$ cat config.mk
export PLATFORM = sky130hd
export DESIGN_NAME = rpn_stack_interpreter_stream_core
export DESIGN_NICKNAME = d
export VERILOG_FILES = /design/src/hw/rtl/rpn_pkg.sv /design/src/hw/rtl/rpn_stack_interpreter_stream_core.sv /design/src/hw/rtl/rpn_stack.sv /design/src/hw/rtl/rpn_alu.sv
export VERILOG_INCLUDE_DIRS = /design/src /design/src/hw/rtl
export SDC_FILE = /design/constraint.sdc
export NUM_CORES = 2
export LEC_CHECK = 0
export BUFFER_PORTS_ARGS = -buffer_cell sky130_fd_sc_hd__buf_2
export CORE_MARGIN = 8
export CORE_UTILIZATION = 60
export DETAILED_ROUTE_END_ITERATION = 10
export PLACE_DENSITY_LB_ADDON = 0.2
export SETUP_SLACK_MARGIN = 0.1
export SLEW_MARGIN = 20
export SYNTH_ARGS = -nofsm -noshare
export SYNTH_HDL_FRONTEND = slang
export SYNTH_SLANG_ARGS = --single-unit
export TNS_END_PERCENT = 50
$ cat constraint.sdc
create_clock -name clk -period 13.5 [get_ports clk]
set_input_delay 2.7 -clock clk [delete_from_list [all_inputs] [get_ports clk]]
set_output_delay 2.7 -clock clk [all_outputs]
set_load 0.02 [all_outputs]
$ cat src/hw/rtl/rpn_stack_interpreter_stream_core_macros.svh
// Assertion macros shared by the stack interpreter RTL.
// RPN_ASSERT expects signals named clk and rst_n in the using module; RPN_ASSERT_ALWAYS needs only clk.
`ifndef RPN_STACK_INTERPRETER_STREAM_CORE_MACROS_SVH
`define RPN_STACK_INTERPRETER_STREAM_CORE_MACROS_SVH
`ifndef SYNTH
`define RPN_ASSERT(lbl, prop) \
  lbl: assert property (@(posedge clk) disable iff (!rst_n) prop) \
    else $error("rpn assertion failed");
`define RPN_ASSERT_ALWAYS(lbl, prop) \
  lbl: assert property (@(posedge clk) prop) else $error("rpn assertion failed");
`else
`define RPN_ASSERT(lbl, prop)
`define RPN_ASSERT_ALWAYS(lbl, prop)
`endif
`endif

$ cat src/hw/rtl/rpn_pkg.sv
// Types and constants of the stack interpreter.
// No dependencies; used by the core, rpn_alu and the bench.
package rpn_pkg;

  typedef struct packed {
    logic [7:0]         code_byte;
    logic signed [31:0] entered_value;
  } in_item_t;

  typedef struct packed {
    logic [2:0]         kind;
    logic signed [31:0] number;
    logic [7:0]         text_char;
  } out_item_t;

  typedef enum logic [2:0] {
    ALU_ADD,
    ALU_SUB,
    ALU_MUL,
    ALU_DIV,
    ALU_REM
  } alu_op_t;

  typedef struct packed {
    logic    start;
    alu_op_t op;
  } alu_req_t;

  typedef struct packed {
    logic        done;
    logic [31:0] value;
  } alu_rsp_t;

  localparam logic [2:0] KIND_NUMBER    = 3'd0;
  localparam logic [2:0] KIND_TEXT      = 3'd1;
  localparam logic [2:0] KIND_NEWLINE   = 3'd2;
  localparam logic [2:0] KIND_UNDERFLOW = 3'd3;
  localparam logic [2:0] KIND_DIVZERO   = 3'd4;
  localparam logic [2:0] KIND_END       = 3'd5;

  localparam logic [1:0] MODE_NORMAL = 2'd0;
  localparam logic [1:0] MODE_QUOTE  = 2'd1;
  localparam logic [1:0] MODE_CMT_N  = 2'd2;
  localparam logic [1:0] MODE_CMT_Q  = 2'd3;

  localparam logic [7:0] CH_NL     = 8'h0A;
  localparam logic [7:0] CH_BANG   = 8'h21;
  localparam logic [7:0] CH_QUOTE  = 8'h22;
  localparam logic [7:0] CH_DOLLAR = 8'h24;
  localparam logic [7:0] CH_PCT    = 8'h25;
  localparam logic [7:0] CH_STAR   = 8'h2A;
  localparam logic [7:0] CH_PLUS   = 8'h2B;
  localparam logic [7:0] CH_MINUS  = 8'h2D;
  localparam logic [7:0] CH_SLASH  = 8'h2F;
  localparam logic [7:0] CH_ZERO   = 8'h30;
  localparam logic [7:0] CH_NINE   = 8'h39;
  localparam logic [7:0] CH_QUERY  = 8'h3F;
  localparam logic [7:0] CH_TILDE  = 8'h7E;

endpackage

$ cat src/hw/rtl/rpn_stack_interpreter_stream_core.sv
// Streaming postfix stack interpreter: one program byte per input item, at
// most one result item per byte. The input stalls while an item is worked on.
// Digits, a tilde in normal mode, bytes in comments, and a quote or tilde in
// quotes finish in S_IDLE, so such items can arrive every cycle; an echoed
// quoted character also passes S_OUT, any other byte in normal mode S_EXEC.
// An operator first pushes any pending number, then reads its operands from
// the stack memory one per cycle; / and % use the shared divider, which
// produces one quotient bit per cycle. A byte that yields a result hands it
// from S_OUT to the output register, waiting while the register is full and stalled.
// After an underflow, a divide by zero or the end marker the block ignores all
// items until reset. Depends on rpn_pkg, rpn_stack, rpn_alu and macro header.
`include "rpn_stack_interpreter_stream_core_macros.svh"
module rpn_stack_interpreter_stream_core
  import rpn_pkg::*;
#(
  parameter int STACK_DEPTH = 32
) (
  input  logic      clk,
  input  logic      rst_n,
  input  logic      in_valid,
  output logic      in_stall,
  input  in_item_t  in_data,
  output logic      out_valid,
  input  logic      out_stall,
  output out_item_t out_data
);

  localparam int AW = $clog2(STACK_DEPTH);
  localparam int CW = $clog2(STACK_DEPTH + 1);

  typedef enum logic [2:0] {
    S_IDLE,
    S_EXEC,
    S_RDA,
    S_RDW,
    S_ALU,
    S_PRD,
    S_OUT
  } state_t;

  state_t      state_r;
  logic [CW-1:0] cnt_r;
  logic [31:0] acc_r;
  logic        pend_r;
  logic [1:0]  mode_r;
  logic        halted_r;
  logic [7:0]  op_r;
  logic [31:0] ent_r;
  logic [31:0] b_r;
  out_item_t   res_r;
  logic        out_valid_r;
  out_item_t   out_data_r;

  logic          in_fire;
  logic          out_load;
  logic [7:0]    c;
  logic          is_digit;
  logic          room;
  logic          push_pend;
  logic          div_like;
  logic [CW-1:0] cnt_m1;
  logic [CW-1:0] cnt_m2;
  logic          mem_we;
  logic [AW-1:0] mem_waddr;
  logic [31:0]   mem_wdata;
  logic [AW-1:0] mem_raddr;
  logic [31:0]   mem_rdata;
  alu_req_t      alu_req;
  alu_rsp_t      alu_rsp;

  function automatic out_item_t mk_out(logic [2:0] kind, logic [31:0] num,
                                       logic [7:0] ch);
    out_item_t o;
    o.kind      = kind;
    o.number    = $signed(num);
    o.text_char = ch;
    return o;
  endfunction

  assign in_stall  = (state_r != S_IDLE);
  assign in_fire   = in_valid && !in_stall;
  assign out_load  = (state_r == S_OUT) && (!out_valid_r || !out_stall);
  assign c         = in_data.code_byte;
  assign is_digit  = (c >= CH_ZERO) && (c <= CH_NINE);
  assign room      = (cnt_r < CW'(STACK_DEPTH));
  assign cnt_m1    = cnt_r - CW'(1);
  assign cnt_m2    = cnt_r - CW'(2);
  assign div_like  = (op_r == CH_SLASH) || (op_r == CH_PCT);
  assign push_pend = in_fire && !halted_r && (mode_r == MODE_NORMAL) && !is_digit
                     && (c != CH_TILDE) && pend_r;

  always_comb begin
    mem_we    = 1'b0;
    mem_waddr = cnt_r[AW-1:0];
    mem_wdata = acc_r;
    if (push_pend) begin
      mem_we = room;
    end else if ((state_r == S_EXEC) && (op_r == CH_QUERY)) begin
      mem_we    = room;
      mem_wdata = ent_r;
    end else if ((state_r == S_ALU) && alu_rsp.done) begin
      mem_we    = 1'b1;
      mem_waddr = cnt_m2[AW-1:0];
      mem_wdata = alu_rsp.value;
    end
    mem_raddr = (state_r == S_RDA) ? cnt_m2[AW-1:0] : cnt_m1[AW-1:0];
  end

  always_comb begin
    alu_req.start = (state_r == S_RDW) && !(div_like && (b_r == 32'd0));
    case (op_r)
      CH_MINUS: alu_req.op = ALU_SUB;
      CH_STAR:  alu_req.op = ALU_MUL;
      CH_SLASH: alu_req.op = ALU_DIV;
      CH_PCT:   alu_req.op = ALU_REM;
      default:  alu_req.op = ALU_ADD;
    endcase
  end

  rpn_stack #(
    .DEPTH(STACK_DEPTH)
  ) u_stack (
    .clk   (clk),
    .we    (mem_we),
    .waddr (mem_waddr),
    .wdata (mem_wdata),
    .raddr (mem_raddr),
    .rdata (mem_rdata)
  );

  rpn_alu u_alu (
    .clk   (clk),
    .rst_n (rst_n),
    .req   (alu_req),
    .a     (mem_rdata),
    .b     (b_r),
    .rsp   (alu_rsp)
  );

  always_ff @(posedge clk) begin
    if (!rst_n) begin
      state_r     <= S_IDLE;
      cnt_r       <= '0;
      acc_r       <= '0;
      pend_r      <= 1'b0;
      mode_r      <= MODE_NORMAL;
      halted_r    <= 1'b0;
      out_valid_r <= 1'b0;
    end else begin
      if (out_load) begin
        out_valid_r <= 1'b1;
      end else if (out_valid_r && !out_stall) begin
        out_valid_r <= 1'b0;
      end
      unique case (state_r)
        S_IDLE: begin
          if (in_fire && !halted_r) begin
            if (mode_r[1]) begin
              if (c == CH_NL) begin
                mode_r <= {1'b0, mode_r[0]};
              end
            end else if (mode_r == MODE_QUOTE) begin
              if (c == CH_QUOTE) begin
                mode_r <= MODE_NORMAL;
              end else if (c == CH_TILDE) begin
                mode_r <= MODE_CMT_Q;
              end else if (c == CH_BANG) begin
                res_r   <= mk_out(KIND_NEWLINE, 32'd0, 8'd0);
                state_r <= S_OUT;
              end else begin
                res_r   <= mk_out(KIND_TEXT, 32'd0, c);
                state_r <= S_OUT;
              end
            end else if (is_digit) begin
              acc_r  <= (acc_r << 3) + (acc_r << 1) + {28'd0, c[3:0]};
              pend_r <= 1'b1;
            end else if (c == CH_TILDE) begin
              mode_r <= MODE_CMT_N;
            end else begin
              if (pend_r) begin
                acc_r  <= '0;
                pend_r <= 1'b0;
                if (room) begin
                  cnt_r <= cnt_r + CW'(1);
                end
              end
              op_r    <= c;
              ent_r   <= in_data.entered_value;
              state_r <= S_EXEC;
            end
          end
        end
        S_EXEC: begin
          unique case (op_r) inside
            CH_PLUS, CH_MINUS, CH_STAR, CH_SLASH, CH_PCT: begin
              if (cnt_r < CW'(2)) begin
                res_r    <= mk_out(KIND_UNDERFLOW, 32'd0, 8'd0);
                halted_r <= 1'b1;
                state_r  <= S_OUT;
              end else begin
                state_r <= S_RDA;
              end
            end
            CH_BANG: begin
              if (cnt_r == '0) begin
                res_r    <= mk_out(KIND_UNDERFLOW, 32'd0, 8'd0);
                halted_r <= 1'b1;
                state_r  <= S_OUT;
              end else begin
                cnt_r   <= cnt_m1;
                state_r <= S_PRD;
              end
            end
            CH_QUERY: begin
              if (room) begin
                cnt_r <= cnt_r + CW'(1);
              end
              state_r <= S_IDLE;
            end
            CH_QUOTE: begin
              mode_r  <= MODE_QUOTE;
              state_r <= S_IDLE;
            end
            CH_DOLLAR: begin
              res_r    <= mk_out(KIND_END, 32'd0, 8'd0);
              halted_r <= 1'b1;
              state_r  <= S_OUT;
            end
            default: state_r <= S_IDLE;
          endcase
        end
        S_RDA: begin
          b_r     <= mem_rdata;
          state_r <= S_RDW;
        end
        S_RDW: begin
          if (div_like && (b_r == 32'd0)) begin
            res_r    <= mk_out(KIND_DIVZERO, 32'd0, 8'd0);
            halted_r <= 1'b1;
            state_r  <= S_OUT;
          end else begin
            state_r <= S_ALU;
          end
        end
        S_ALU: begin
          if (alu_rsp.done) begin
            cnt_r   <= cnt_m1;
            state_r <= S_IDLE;
          end
        end
        S_PRD: begin
          res_r   <= mk_out(KIND_NUMBER, mem_rdata, 8'd0);
          state_r <= S_OUT;
        end
        S_OUT: begin
          if (out_load) begin
            out_data_r <= res_r;
            state_r    <= S_IDLE;
          end
        end
        default: state_r <= S_IDLE;
      endcase
    end
  end

  assign out_valid = out_valid_r;
  assign out_data  = out_data_r;

  `RPN_ASSERT(a_cnt_bound, cnt_r <= CW'(STACK_DEPTH))
  `RPN_ASSERT(a_halt_sticky, halted_r |=> halted_r)
  `RPN_ASSERT(a_alu_done_in_wait, alu_rsp.done |-> state_r == S_ALU)

endmodule

$ cat src/hw/rtl/rpn_stack.sv
// Operand stack storage: one write port and one registered read port.
// Depends on nothing but its DEPTH parameter.
module rpn_stack #(
  parameter int DEPTH = 32,
  localparam int AW = $clog2(DEPTH)
) (
  input  logic          clk,
  input  logic          we,
  input  logic [AW-1:0] waddr,
  input  logic [31:0]   wdata,
  input  logic [AW-1:0] raddr,
  output logic [31:0]   rdata
);

  logic [31:0] mem_r [DEPTH];
  logic [31:0] rdata_r;

  always_ff @(posedge clk) begin
    if (we) begin
      mem_r[waddr] <= wdata;
    end
    rdata_r <= mem_r[raddr];
  end

  assign rdata = rdata_r;

endmodule

$ cat src/hw/rtl/rpn_alu.sv
// Shared arithmetic unit: add, subtract, multiply without leaving idle, and signed
// divide or remainder by a restoring divider, one quotient bit per cycle.
// Depends on rpn_pkg and the assertion macros.
`include "rpn_stack_interpreter_stream_core_macros.svh"
module rpn_alu
  import rpn_pkg::*;
(
  input  logic        clk,
  input  logic        rst_n,
  input  alu_req_t    req,
  input  logic [31:0] a,
  input  logic [31:0] b,
  output alu_rsp_t    rsp
);

  typedef enum logic [1:0] {
    A_IDLE,
    A_DIV,
    A_FIX
  } alu_state_t;

  alu_state_t  ast_r;
  alu_op_t     op_r;
  logic [31:0] quo_r;
  logic [31:0] rem_r;
  logic [31:0] mb_r;
  logic [4:0]  cnt_r;
  logic        an_r;
  logic        neg_r;
  logic [31:0] val_r;
  logic        done_r;

  logic [32:0] rem_sh;
  logic [32:0] diff;
  logic        fits;
  logic [31:0] ma;
  logic [31:0] mb;

  assign ma     = a[31] ? (32'd0 - a) : a;
  assign mb     = b[31] ? (32'd0 - b) : b;
  assign rem_sh = {rem_r, quo_r[31]};
  assign diff   = rem_sh - {1'b0, mb_r};
  assign fits   = !diff[32];

  always_ff @(posedge clk) begin
    if (!rst_n) begin
      ast_r  <= A_IDLE;
      done_r <= 1'b0;
    end else begin
      done_r <= 1'b0;
      unique case (ast_r)
        A_IDLE: begin
          if (req.start) begin
            op_r <= req.op;
            unique case (req.op) inside
              ALU_ADD: begin
                val_r  <= a + b;
                done_r <= 1'b1;
              end
              ALU_SUB: begin
                val_r  <= a - b;
                done_r <= 1'b1;
              end
              ALU_MUL: begin
                val_r  <= a * b;
                done_r <= 1'b1;
              end
              ALU_DIV, ALU_REM: begin
                quo_r <= ma;
                rem_r <= '0;
                mb_r  <= mb;
                cnt_r <= 5'd31;
                an_r  <= a[31];
                neg_r <= a[31] ^ b[31];
                ast_r <= A_DIV;
              end
              default: begin
                val_r  <= '0;
                done_r <= 1'b1;
              end
            endcase
          end
        end
        A_DIV: begin
          rem_r <= fits ? diff[31:0] : rem_sh[31:0];
          quo_r <= {quo_r[30:0], fits};
          cnt_r <= cnt_r - 5'd1;
          if (cnt_r == 5'd0) begin
            ast_r <= A_FIX;
          end
        end
        A_FIX: begin
          if (op_r == ALU_DIV) begin
            val_r <= neg_r ? (32'd0 - quo_r) : quo_r;
          end else begin
            val_r <= an_r ? (32'd0 - rem_r) : rem_r;
          end
          done_r <= 1'b1;
          ast_r  <= A_IDLE;
        end
        default: ast_r <= A_IDLE;
      endcase
    end
  end

  assign rsp.done  = done_r;
  assign rsp.value = val_r;

  `RPN_ASSERT(a_start_when_idle, req.start |-> ast_r == A_IDLE)
  `RPN_ASSERT(a_done_single, rsp.done |=> !rsp.done)
  `RPN_ASSERT(a_busy_is_div, (ast_r != A_IDLE) |-> (op_r == ALU_DIV) || (op_r == ALU_REM))

endmodule

==> results.yml <==
yosys:
  syn_area_per_cell_sq_um: 13.42
  yosysSeqAreaShare_pct: 52.93
  synth_ff_type: "edfxtp_1"
  yosysUniqueCellTypes: 80
  netlist_instances: 5808
  syn_area_sq_mm: 0.07795
  synth_edf_count: 1320
  ys_seq_elements: 1401
  syn_nets: 6520
  yosysWarningCount: 0
  async_flop_share_pct: 0
worst_hold_path:
  worstHoldStart: "res_r[41]"
  hold_path.class: "reg2reg"
  holdPathEnd: "out_data[41]"
  whs_path_depth: 0
global_route:
  grt_pass1_vias: 49550
  grt_max_degree: 135
  track_usage_pct: 29.89
  gr-total-overflow: 0
  grt_pass1_wl_um: 315900
  antenna_found_initial: 10
setup_path:
  r2r_slack_ps: 5680
  end_kind: "register"
  cp_slowest_cell: "dfxtp_1"
  r2r_end: "u_alu.val_r[30]"
  cp.required_ps: 14120
  path_delay_family: "adder cells"
  cp.arrival_ps: 8440
  crit_path_start_kind: "register"
  reg2regPathDepth: 22
  cp_max_fo: 21
  crit_path_max_incr_delay_ps: 1040
  r2r_start: "u_stack.rdata[17]"
  worstPathCellList: "and2_1, fa_1, inv_1, fa_1, fa_1, fa_1, inv_1, fa_1, fa_1, fa_1, fa_1, ha_1, a21o_1, a21o_1, a21oi_1, o21ai_0, a31oi_1, o311a_1, nor3_1, a2111oi_0, o31ai_1, a31oi_1"
  crit_top_cell: "fa_1"
  critical_path_class: "reg2reg"
  cp_num_cells: 22
  cp.buffers_inverters: 2
drt:
  vias: 48710
  drt-total-wl_um: 211200
  drtPass1Iterations: 6
  drt_iter0_markers: 5245
  ant_nets: 0
  via_per_inst: 6.303
  drc: 0
  drt-wirelength-per-cell_um: 27.33
clock_tree:
  insertion_delay_ps: 790
  post_cts_resized: 0
  htreeDepth: 4
  numCtsBuffers: 144
  cts_root_buffer: "clkbuf_16"
  clockBufferDepth: 3
  cts.sinks: 1401
  cts_hold_buf: 0
  clk_pin_slew_ps: 60
  post_cts_buffers: 0
  cts_tree: "built"
finish:
  final_cell_mix: "edfxtp_1 (1320), nand2_1 (509), inv_1 (451)"
  final_common_cell: "edfxtp_1"
  area_growth_syn_to_layout_pct: 9.992
  fin_nets: 6580
  drive_gt1_share_pct: 14.57
  regArea_sq_mm: 0.04126
  multi_input_area_sq_mm: 0.03432
  n_fill_cell: 9142
place:
  dpl.hpwl_um: 131700
  io_buffer_count: 88
  finalWeightedCongestion: 0.9620
floorplan:
  rows: 132
  core_sq_mm: 0.1292
  die_area_sq_mm: 0.1417
  start_util_pct: 60.35
  die_y_um: 376.4
  die_width_um: 376.4
  pin_count: 89
timing:
  maxSlewViolCount: 0
  rsz0062_at_grt: "false"
  setup_viol: 0
  finClkSkew_ps: 56.30
  fin_crit_ps: 7820
  hold_violations: 0
  fin_setup_tns_ps: 0
  worstMarginPinSlew_ps: 1148
  period_share_pct: 57.93
  max_freq_mhz: 127.9
  relSlewSlack_pct: 23.48
job:
  cap_violations: 0
outcome:
  status: "finished, final reports clean"
[cell type report]
type,instances,area share (%)
well taps,1742,2.542
multi-input cells,3639,40.03
repair buffers,230,1.843
inverters,452,1.979
clock buffers,178,4.479
flip-flops and latches,1401,48.12
diodes,2,0.005837
clock inverters,84,0.9924
[how the worst max path moves through the flow]
stage                                  from               to  slack (ps)
after floorplan                       rst_n         res_r[0]        5630
after global placement               b_r[2]  u_alu.val_r[30]        5920
after detailed placement  u_stack.rdata[17]  u_alu.val_r[30]        5710
after CTS                 u_stack.rdata[17]  u_alu.val_r[30]        5750
after global routing                 b_r[2]  u_alu.val_r[30]        5270
final                     u_stack.rdata[17]  u_alu.val_r[30]        5680
[sequential cells by signal, indices dropped and copies added (netlist names), 8 cells and up]
name	cells
u_stack.rdata	32
ent_r	32
res_r	43
u_alu.quo_r	32
b_r	32
u_stack.mem_r	1024
out_data	43
u_alu.mb_r	32
acc_r	32
u_alu.val_r	32
u_alu.rem_r	32
op_r	8
[metal layers]
layer  up-vias  global-route usage (%)  part of all wire [%]  routed length [um]
met2      2468                   48.35                    48              100800
met5         -                       0                 0.016                  34
met3       628                   5.963                   8.7               18360
met1     24650                   38.72                    38               79440
met4         6                   15.17                   6.0               12590
li1      20960                       -                     -                   -
[logic make-up after synthesis]
family	count (synthesis)	synth area share, %
and+or+nand+nor	1469	9.260
DFF	1401	52.93
buffers and inverters	768	3.726
AOI/OAI and AO/OA	767	6.228
adders and majority gates	668	14.69
muxes	425	9.670
xor gates and xnor gates	310	3.493
[worst register-to-register path: cells and delay by family, from the launching register on]
kind            cells  cell delay (ps)
compound gates      9             1930
fa+ha+maj           9             4200
buf+inv             2              130
flops               1             1040
simple gates        2              370
[through the flow]
step	hold WS (ps)	worst slack (ps)	std cells	area, sq um	util [%]
2_1_floorplan	400.3	5627	5808	77950	-
3_3_place_gp	400.9	5920	7462	80970	62.69
3_5_place_dp	404.5	5713	7464	81020	62.73
4_1_cts	416.7	5751	7726	85710	66.36
5_1_grt	420.2	5275	7726	85730	66.38
6_report	415.4	5680	7728	85740	66.38
[cell usage after synthesis (48+ instances only)]
library cell  number  area, sq um
inv_1            451         1693
buf_1             52        195.2
a21o_1            48        360.4
o21ai_0          169        845.8
mux2_2            64        720.7
fa_1             412         8248
clkbuf_1         257        964.7
nor2_1           287         1077
mux2i_1          105         1051
nor3_1            62        310.3
edfxtp_1        1320        39640
xor2_1           118         1033
and2_1           349         2183
a21oi_1          235         1176
xnor2_1          191         1673
dfxtp_1           81         1622
ha_1             256         3203
nand2_1          509         1911
mux4_2           256         5766
Power is left out: the tool's default activity adds up to more than one toggle a clock period on the data nets, which glitch-free logic cannot reach.
